===== config.mk =====
export PLATFORM = sky130hd
export DESIGN_NAME = mhpq_ctrl
export DESIGN_NICKNAME = d
export VERILOG_FILES = /design/src/design/mhpq_pkg.sv /design/src/design/mhpq_ctrl.sv
export SDC_FILE = /design/constraint.sdc
export NUM_CORES = 1
export LEC_CHECK = 0
export ABC_AREA = 1
export BUFFER_PORTS_ARGS = -buffer_cell sky130_fd_sc_hd__buf_2
export CORE_MARGIN = 5
export CORE_UTILIZATION = 44
export DETAILED_ROUTE_END_ITERATION = 8
export PLACE_DENSITY = 0.72
export SLEW_MARGIN = 20
export SYNTH_ARGS = -nofsm -noshare
export SYNTH_HDL_FRONTEND = slang
export SYNTH_SLANG_ARGS = --single-unit
export TNS_END_PERCENT = 5

===== constraint.sdc =====
create_clock -name clk -period 1.4 [get_ports clk]
set_input_delay 0.28 -clock clk [delete_from_list [all_inputs] [get_ports clk]]
set_output_delay 0.28 -clock clk [all_outputs]
set_load 0.005 [all_outputs]

===== src/design/mhpq_pkg.sv =====
// shared types, codes and constants of the max-heap priority queue
// no dependencies; imported by mhpq_dp, mhpq_ctrl, the top level and mhpq_checker
`default_nettype none

package mhpq_pkg;

	localparam int CAPACITY  = 64;
	localparam int ADDR_W    = $clog2(CAPACITY);
	localparam int CNT_W     = ADDR_W + 1;
	localparam int POS_W     = 6;
	localparam int KEY_W     = 32;
	localparam int PAY_W     = 8;
	localparam int POS_CMP_W = (CNT_W > POS_W) ? CNT_W : POS_W;

	localparam logic signed [KEY_W-1:0] KEY_SENTINEL  = 32'sh8000_0001;
	localparam logic signed [KEY_W-1:0] KEY_MIN       = 32'sh8000_0000;
	localparam logic [PAY_W-1:0]        EMPTY_PAYLOAD = 8'd79;

	typedef enum logic [1:0] {
		OP_PEEK     = 2'd0,
		OP_EXTRACT  = 2'd1,
		OP_INCREASE = 2'd2,
		OP_INSERT   = 2'd3
	} op_t;

	typedef enum logic [1:0] {
		ST_OK     = 2'd0,
		ST_EMPTY  = 2'd1,
		ST_REJECT = 2'd2,
		ST_FULL   = 2'd3
	} status_t;

	typedef struct packed {
		op_t                     operation;
		logic [POS_W-1:0]        position;
		logic signed [KEY_W-1:0] new_key;
		logic [PAY_W-1:0]        payload;
	} req_t;

	typedef struct packed {
		logic signed [KEY_W-1:0] top_key;
		logic [PAY_W-1:0]        top_payload;
		status_t                 status;
	} rsp_t;

	typedef struct packed {
		logic signed [KEY_W-1:0] key;
		logic [PAY_W-1:0]        pay;
	} entry_t;

	localparam int ENTRY_W = $bits(entry_t);

	// read port selection
	typedef enum logic [1:0] {
		RD_ROOT   = 2'd0,
		RD_POS    = 2'd1,
		RD_PARENT = 2'd2,
		RD_CHILD  = 2'd3
	} rd_sel_t;

	// write source selection
	typedef enum logic [1:0] {
		WR_NONE = 2'd0,
		WR_UP   = 2'd1,
		WR_DOWN = 2'd2,
		WR_CUR  = 2'd3
	} wr_sel_t;

	// update of position, moving entry and count
	typedef enum logic [2:0] {
		LD_NONE     = 3'd0,
		LD_EXTRACT  = 3'd1,
		LD_INCREASE = 3'd2,
		LD_INSERT   = 3'd3,
		LD_UP       = 3'd4,
		LD_DOWN     = 3'd5
	} ld_sel_t;

	typedef enum logic [1:0] {
		RES_HOLD = 2'd0,
		RES_SET  = 2'd1,
		RES_TOP  = 2'd2
	} res_sel_t;

	typedef struct packed {
		logic     capture;
		rd_sel_t  rd_sel;
		wr_sel_t  wr_sel;
		ld_sel_t  ld_sel;
		res_sel_t res_sel;
		status_t  res_status;
		logic     out_load;
	} cmd_t;

	typedef struct packed {
		op_t  op;
		logic empty;
		logic full;
		logic pos_bad;
		logic key_is_min;
		logic inc_low;
		logic at_root;
		logic up_swap;
		logic dn_leaf;
		logic dn_swap;
	} flags_t;

endpackage

`default_nettype wire


===== src/design/mhpq_ctrl.sv =====
// heap controller: one-hot sequencer and output valid register
// depends on mhpq_pkg
`default_nettype none

module mhpq_ctrl
	import mhpq_pkg::*;
(
	input  wire logic   clk,
	input  wire logic   arst_n,
	input  wire logic   req_valid,
	output logic        req_stall,
	output logic        rsp_valid,
	input  wire logic   rsp_stall,
	input  wire flags_t flags,
	output cmd_t        cmd
);

	typedef enum logic [9:0] {
		S_IDLE    = 10'b00_0000_0001,
		S_DECODE  = 10'b00_0000_0010,
		S_TOP     = 10'b00_0000_0100,
		S_INC_CHK = 10'b00_0000_1000,
		S_UP_RD   = 10'b00_0001_0000,
		S_UP_CMP  = 10'b00_0010_0000,
		S_DN_RD   = 10'b00_0100_0000,
		S_DN_CMP  = 10'b00_1000_0000,
		S_WRITE   = 10'b01_0000_0000,
		S_FINISH  = 10'b10_0000_0000
	} state_t;

	state_t state_q;
	state_t state_d;
	logic   rsp_valid_q;
	logic   out_free;

	assign out_free  = !rsp_valid_q || !rsp_stall;
	assign req_stall = state_q != S_IDLE;
	assign rsp_valid = rsp_valid_q;

	always_comb begin
		state_d        = state_q;
		cmd.capture    = 1'b0;
		cmd.rd_sel     = RD_ROOT;
		cmd.wr_sel     = WR_NONE;
		cmd.ld_sel     = LD_NONE;
		cmd.res_sel    = RES_HOLD;
		cmd.res_status = ST_OK;
		cmd.out_load   = 1'b0;

		unique case (state_q)
			S_IDLE: begin
				if (req_valid) begin
					cmd.capture = 1'b1;
					state_d     = S_DECODE;
				end
			end
			S_DECODE: begin
				unique case (flags.op)
					OP_PEEK, OP_EXTRACT: begin
						if (flags.empty) begin
							cmd.res_sel    = RES_SET;
							cmd.res_status = ST_EMPTY;
							state_d        = S_FINISH;
						end else begin
							cmd.rd_sel = RD_ROOT;
							state_d    = S_TOP;
						end
					end
					OP_INCREASE: begin
						cmd.res_sel = RES_SET;
						if (flags.pos_bad) begin
							cmd.res_status = ST_REJECT;
							state_d        = S_FINISH;
						end else begin
							cmd.rd_sel = RD_POS;
							state_d    = S_INC_CHK;
						end
					end
					OP_INSERT: begin
						cmd.res_sel = RES_SET;
						if (flags.full) begin
							cmd.res_status = ST_FULL;
							state_d        = S_FINISH;
						end else begin
							cmd.ld_sel     = LD_INSERT;
							cmd.res_status = flags.key_is_min ? ST_REJECT : ST_OK;
							state_d        = S_UP_RD;
						end
					end
					default: state_d = S_FINISH;
				endcase
			end
			S_TOP: begin
				cmd.res_sel = RES_TOP;
				if (flags.op == OP_EXTRACT) begin
					cmd.ld_sel = LD_EXTRACT;
					state_d    = S_DN_RD;
				end else begin
					state_d = S_FINISH;
				end
			end
			S_INC_CHK: begin
				if (flags.inc_low) begin
					cmd.res_sel    = RES_SET;
					cmd.res_status = ST_REJECT;
					state_d        = S_FINISH;
				end else begin
					cmd.ld_sel = LD_INCREASE;
					state_d    = S_UP_RD;
				end
			end
			S_UP_RD: begin
				if (flags.at_root) begin
					state_d = S_WRITE;
				end else begin
					cmd.rd_sel = RD_PARENT;
					state_d    = S_UP_CMP;
				end
			end
			S_UP_CMP: begin
				if (flags.up_swap) begin
					cmd.wr_sel = WR_UP;
					cmd.ld_sel = LD_UP;
					state_d    = S_UP_RD;
				end else begin
					state_d = S_WRITE;
				end
			end
			S_DN_RD: begin
				if (flags.dn_leaf) begin
					state_d = S_WRITE;
				end else begin
					cmd.rd_sel = RD_CHILD;
					state_d    = S_DN_CMP;
				end
			end
			S_DN_CMP: begin
				if (flags.dn_swap) begin
					cmd.wr_sel = WR_DOWN;
					cmd.ld_sel = LD_DOWN;
					state_d    = S_DN_RD;
				end else begin
					state_d = S_WRITE;
				end
			end
			S_WRITE: begin
				cmd.wr_sel = WR_CUR;
				state_d    = S_FINISH;
			end
			S_FINISH: begin
				if (out_free) begin
					cmd.out_load = 1'b1;
					state_d      = S_IDLE;
				end
			end
			default: state_d = S_IDLE;
		endcase
	end

	always_ff @(posedge clk or negedge arst_n) begin
		if (!arst_n) begin
			state_q     <= S_IDLE;
			rsp_valid_q <= 1'b0;
		end else begin
			state_q <= state_d;
			if (cmd.out_load) begin
				rsp_valid_q <= 1'b1;
			end else if (!rsp_stall) begin
				rsp_valid_q <= 1'b0;
			end
		end
	end

endmodule

`default_nettype wire


==> results_dict.tcl, run 1 <==
set metrics [dict create \
    status "complete, but fails checks" \
    violations "setup timing" \
    critPathSlowestCell "dfrtp_1" \
    final_cell_mix "nand2_1, buf_2, inv_1, nor2_1, buf_4" \
    end_kind "primary output" \
    synthAdderAreaFrac_pct 0 \
    htree_levels 1 \
    p_leak_nw 0.768 \
    hp-class "primary input to flip-flop" \
    fillCellCount 193 \
    cts_tree "done" \
    synth_fp_nets 151 \
    netlist_area_um2 877 \
    drc_errors 0 \
    slew_headroom_pct 79.7 \
    synthSimpleGateAreaFrac_pct 51.5 \
    synth_top_family_by_area "simple AND/OR/NAND/NOR gates" \
    die_h_um 54.6 \
    grt_pass1_vias 963 \
    clk_latency_ps 280 \
    tightest_slew_ps 301 \
    syn_to_final_growth_pct 41.9 \
    critical_path_buf_inv_count 1 \
    setup_ws_ps -459 \
    critPathLaunchType "flip-flop" \
    path_clk_slew_ps 80 \
    place_area_um2 1190 \
    synth_top_area_cell "dfrtp_1" \
    worst-setup-path-type "flip-flop to primary output" \
    seqCellArea_um2 277 \
    critPathTopFamily "simple AND/OR/NAND/NOR gates" \
    dpl_worst_slack_ps -164 \
    core_area_um2 1920 \
    fin_crit_ps 1860 \
    timing.final.crit_share_pct 133 \
    synth_compound_area_share_pct 6.28 \
    power.density_nw_per_um2 1190 \
    cts.path.max_buffers 2 \
    fin_nets 204 \
    overflow 0 \
    rsz0062_at_grt "yes" \
    wl_per_cell_um 11.3 \
    io_pins 30 \
    gp_congestion 0.801 \
    fin_tns_setup_ps -5570 \
    rows 16 \
    die_w_um 54.6 \
    slew_violations 0 \
    port_buffers 29 \
    synth.area.mux_share_pct 0 \
    yosysWarnings 0 \
    synth-seq-cells 11 \
    clock_skew_ps 7.38 \
    synth_area_per_cell_um2 6.45 \
    timing.fmax_mhz 538 \
    cts_setup_buffers 0 \
    arrival_ps 1580 \
    synthXorXnorAreaFrac_pct 0 \
    start_util_pct 45.6 \
    fin_total_pwr_w 0.00148 \
    wl_mm 2.44 \
    synth_edf_count 0 \
    syn_inst 136 \
    vdd_drop_max_v 0.000736 \
    hold_viol_final 0 \
    ant_nets 0 \
    seq_area_frac_synth_pct 31.5 \
    dr.pass1.iters 4 \
    antenna_found_initial 0 \
    cp_max_fo 5 \
    ys_types 24 \
    cpPeakStageDelay_ps 440 \
    mostFrequentLayoutCell "nand2_1" \
    drv_cap 0 \
    cts_inserted_buffers 3 \
    async_flop_share_pct 100 \
    multi_input_area_um2 524 \
    critPathMostFrequentCell "nor2_4" \
    cp.required_ps 1120 \
    post-route-util_pct 64.8 \
    grt_pass1_wl_mm 4.15 \
    postLayoutCellArea_um2 1240 \
    drive_above_1_share_pct 39.4 \
    fp.dieArea_um2 2990 \
    grt_max_degree 12 \
    cts-root-buf "clkbuf_4" \
    vias_per_cell 4.70 \
    synth-main-ff-cell "dfrtp_1" \
    crit_chain "nor2_4 -> nand2_4 -> nor2_4 -> nand3_2 -> nor3_2 -> or2_1 -> buf_2" \
    synth_top_area_share_pct 28.5 \
    setup_viol 15 \
    synthTopCellsByArea "dfrtp_1, nand2_1, inv_1, nor2_1, nand3_1" \
    antenna_cells 0 \
    hpwl_mm 2.08 \
    dr_total_vias 1011 \
    grtUsageTotal_pct 19.5 \
    clock-sinks 11 \
    drtIter0Drc 14 \
]
state kept, by name, summed over array words and instances, names as in the netlist:
register and cells:
state_q 10, rsp_valid 1
synth_stat cells, types with 2 or more instances:
master	number
nand2_1	33
inv_1	24
nor2_1	24
nand3_1	11
dfrtp_1	10
nor2_2	5
nor2_4	4
o21ai_0	4
nand2_2	3
nand4_1	3
nor3_2	2
what timing repair did:
item	4_1_cts	5_1_grt
endpoints found under the hold margin	10	0
hold buffers	1	0
pin swaps	1	3
resized for setup	4	1
endpoints found under the setup margin	16	16
layer usage:
metal	vias to the layer above	wire length (um)	part of all wire [%]	global-route usage, %
met5	-	0	0	0
met4	0	29	1.2	8.30
met1	459	1010	42	21.8
li1	530	-	-	-
met2	20	1310	54	36.2
met3	2	84	3.4	2.45
stage by stage:
| stage | hold slack, ps | instances |
|---|---|---|
| 4_1_cts | 171 | 215 |
| 2_1_floorplan | -15.6 | 136 |
| 5_1_grt | 161 | 215 |
| 3_3_place_gp | 167 | 210 |
| 3_5_place_dp | 171 | 210 |
| 6_report | 171 | 215 |
layout make-up:
type / count / share of cell area [%]
multi-input cells: 100 / 42.1
repair buffers: 48 / 23.3
flip-flops and latches: 11 / 22.2
inverters: 25 / 7.54
well taps: 27 / 2.71
clock buffers: 4 / 2.11
worst register-to-register path, delay by kind of cell, from the launching register on:
family / cells / cell delay, ps
and+or+nand+nor: 8 / 720
buffers and inverters: 2 / 290
DFF: 1 / 380
worst paths after layout:
check	slack, ps	to	startpoint	cells after the start
max	-460	cmd[10]	state_q[4]$_DFFE_PN0P_	7
min	170	state_q[3]$_DFFE_PN0P_	flags[6]	2
max reg2reg	-70	state_q[0]$_DFFE_PN1P_	state_q[0]$_DFFE_PN1P_	10
min reg2reg	500	rsp_valid$_DFFE_PN0P_	rsp_valid$_DFFE_PN0P_	2
max in group asynchronous	730	state_q[0]$_DFFE_PN1P_	arst_n	2
min in group asynchronous	400	state_q[2]$_DFFE_PN0P_	arst_n	2
cell families (layout without fill, tap and decap cells):
logic type | count (synthesis) | in the layout
DFF | 11 | 11
and+or+nand+nor | 91 | 91
buffers and inverters | 25 | 77
AOI/OAI and AO/OA | 9 | 9
power breakdown:
part	switching, W	total, W	internal, W	leakage, nW
registers	0.0000344	0.000407	0.000373	0.149
clock network	0.000121	0.000232	0.000111	0.0150
logic	0.000470	0.000842	0.000372	0.605
total	0.000626	0.00148	0.000855	0.768
Note: power is estimated with default switching activity, not from simulation.
==> inputs of run 2 (changes only) <==
--- a/config.mk
+++ b/config.mk
@@ -11,6 +11,7 @@
 export CORE_UTILIZATION = 44
 export DETAILED_ROUTE_END_ITERATION = 8
 export PLACE_DENSITY = 0.72
+export SKIP_LAST_GASP = 1
 export SLEW_MARGIN = 20
 export SYNTH_ARGS = -nofsm -noshare
 export SYNTH_HDL_FRONTEND = slang
==> results_dict.tcl, run 2 (synthesis results as in run 1) <==
set metrics [dict create \
    power_frac_seq_pct 28.1 \
    vdd_drop_max_v 0.000718 \
    grt_pass1_vias 962 \
    cts.path.max_buffers 2 \
    fin_crit_ps 1890 \
    cp.required_ps 1120 \
    place_area_um2 1190 \
    cts_setup_buffers 0 \
    core_area_um2 1920 \
    switching_power_w 0.000608 \
    violations "setup timing" \
    htree_levels 1 \
    setup_viol 16 \
    r2r_cells 10 \
    switching_share_pct 41.9 \
    grt_max_degree 12 \
    dr.pass1.iters 4 \
    fillCellCount 196 \
    dr_total_vias 1008 \
    worstHoldPathCells 2 \
    final_cell_mix "nand2_1, buf_2, inv_1, nor2_1, buf_4" \
    slew_violations 0 \
    clk_latency_ps 280 \
    drive_above_1_share_pct 37.8 \
    p_int_w 0.000842 \
    m1WireLength_mm 1.02 \
    wl_met3_um 90 \
    timing.fmax_mhz 530 \
    clock-sinks 11 \
    clock_skew_ps 6.03 \
    critPathSlowestCell "dfrtp_1" \
    power.density_nw_per_um2 1180 \
    port_buffers 29 \
    vias_per_cell 4.69 \
    io_pins 30 \
    setup_ws_ps -486 \
    share_comb_of_total_power_pct 56.1 \
    grt_pass1_wl_mm 4.15 \
    worst-setup-path-type "flip-flop to primary output" \
    critPathLaunchType "flip-flop" \
    met2WireLength_mm 1.30 \
    cts_inserted_buffers 3 \
    die_h_um 54.6 \
    syn_to_final_growth_pct 40.5 \
    gp_congestion 0.801 \
    path_clk_slew_ps 80 \
    antenna_cells 0 \
    start_util_pct 45.6 \
    wl_per_cell_um 11.4 \
    cts-root-buf "clkbuf_4" \
    crit_chain "nor2_4 -> nand2_2 -> nor2_2 -> nand2_1 -> inv_1 -> nand3b_1 -> nand3_1 -> buf_2" \
    drtIter0Drc 18 \
    hpwl_mm 2.08 \
    hp-class "primary input to flip-flop" \
    postLayoutCellArea_um2 1230 \
    holdWs_ps 173 \
    ant_nets 0 \
    status "complete, but fails checks" \
    timing.final.crit_share_pct 135 \
    slew_headroom_pct 79.7 \
    cp_max_fo 4 \
    cpPeakStageDelay_ps 440 \
    overflow 0 \
    hold_viol_final 0 \
    largest_reg_flops 10 \
    dpl_worst_slack_ps -164 \
    arrival_ps 1610 \
    post-route-util_pct 64.1 \
    critPathTopFamily "simple AND/OR/NAND/NOR gates" \
    wl_mm 2.44 \
    top_layer "met4" \
    rsz0062_at_grt "yes" \
    power.share.clock_pct 15.9 \
    regMostFlops "state_q" \
    seqCellArea_um2 277 \
    rows 16 \
    drv_cap 0 \
    p_leak_nw 0.766 \
    fin_nets 204 \
    mostFrequentLayoutCell "nand2_1" \
    drc_errors 0 \
    fp.dieArea_um2 2990 \
    die_w_um 54.6 \
    critical_path_buf_inv_count 2 \
    grtUsageTotal_pct 19.5 \
    end_kind "primary output" \
    tightest_slew_ps 301 \
    cts_tree "done" \
    multi_input_area_um2 512 \
    cp.depth 8 \
    antenna_found_initial 0 \
]
## run 2: per-layer routing
metal / GRT usage [%] / up-vias
met5: 0 / -
met4: 8.30 / 0
met3: 2.45 / 2
met2: 36.2 / 22
met1: 21.8 / 456
li1: - / 528
## run 2: final timing paths
| check | from | end | slack (ps) |
|---|---|---|---|
| worst max-delay path | state_q[4]$_DFFE_PN0P_ | cmd[5] | -490 |
| worst min-delay path | flags[6] | state_q[3]$_DFFE_PN0P_ | 170 |
| worst max register to register | state_q[0]$_DFFE_PN1P_ | state_q[0]$_DFFE_PN1P_ | -90 |
| worst min register to register | rsp_valid$_DFFE_PN0P_ | rsp_valid$_DFFE_PN0P_ | 500 |
| max in group asynchronous | arst_n | state_q[0]$_DFFE_PN1P_ | 730 |
| min in group asynchronous | arst_n | state_q[2]$_DFFE_PN0P_ | 400 |
## run 2: final cells by class
class / count / area share [%]
sequential: 11 / 22.4
multi-input combinational: 100 / 41.5
clock buffer: 4 / 2.13
timing repair buffer: 48 / 23.6
inverter: 25 / 7.61
tap: 27 / 2.74
## run 2: repair_timing
action,CTS,global route
endpoints found under the setup margin,16,17
resized for setup,1,0
pin swaps,0,1
hold buffers,1,0
endpoints found under the hold margin,10,0
## run 2: stage by stage
| step | std cells | total power, W | setup TNS [ps] |
|---|---|---|---|
| 2_1_floorplan | 136 | 0.000867 | 0 |
| 3_3_place_gp | 210 | 0.00118 | -978 |
| 3_5_place_dp | 210 | 0.00122 | -1270 |
| 4_1_cts | 215 | 0.00146 | -5650 |
| 5_1_grt | 215 | 0.00159 | -7560 |
| 6_report | 215 | 0.00145 | -5910 |
## run 2: power groups by stage
stage               registers [W]  logic (W)  clock network (W)
floorplan                0.000416   0.000451                  0
global placement         0.000410   0.000774                  0
detailed placement       0.000414   0.000806                  0
CTS                      0.000408   0.000817           0.000233
global route             0.000411   0.000920           0.000256
finish                   0.000407   0.000813           0.000230
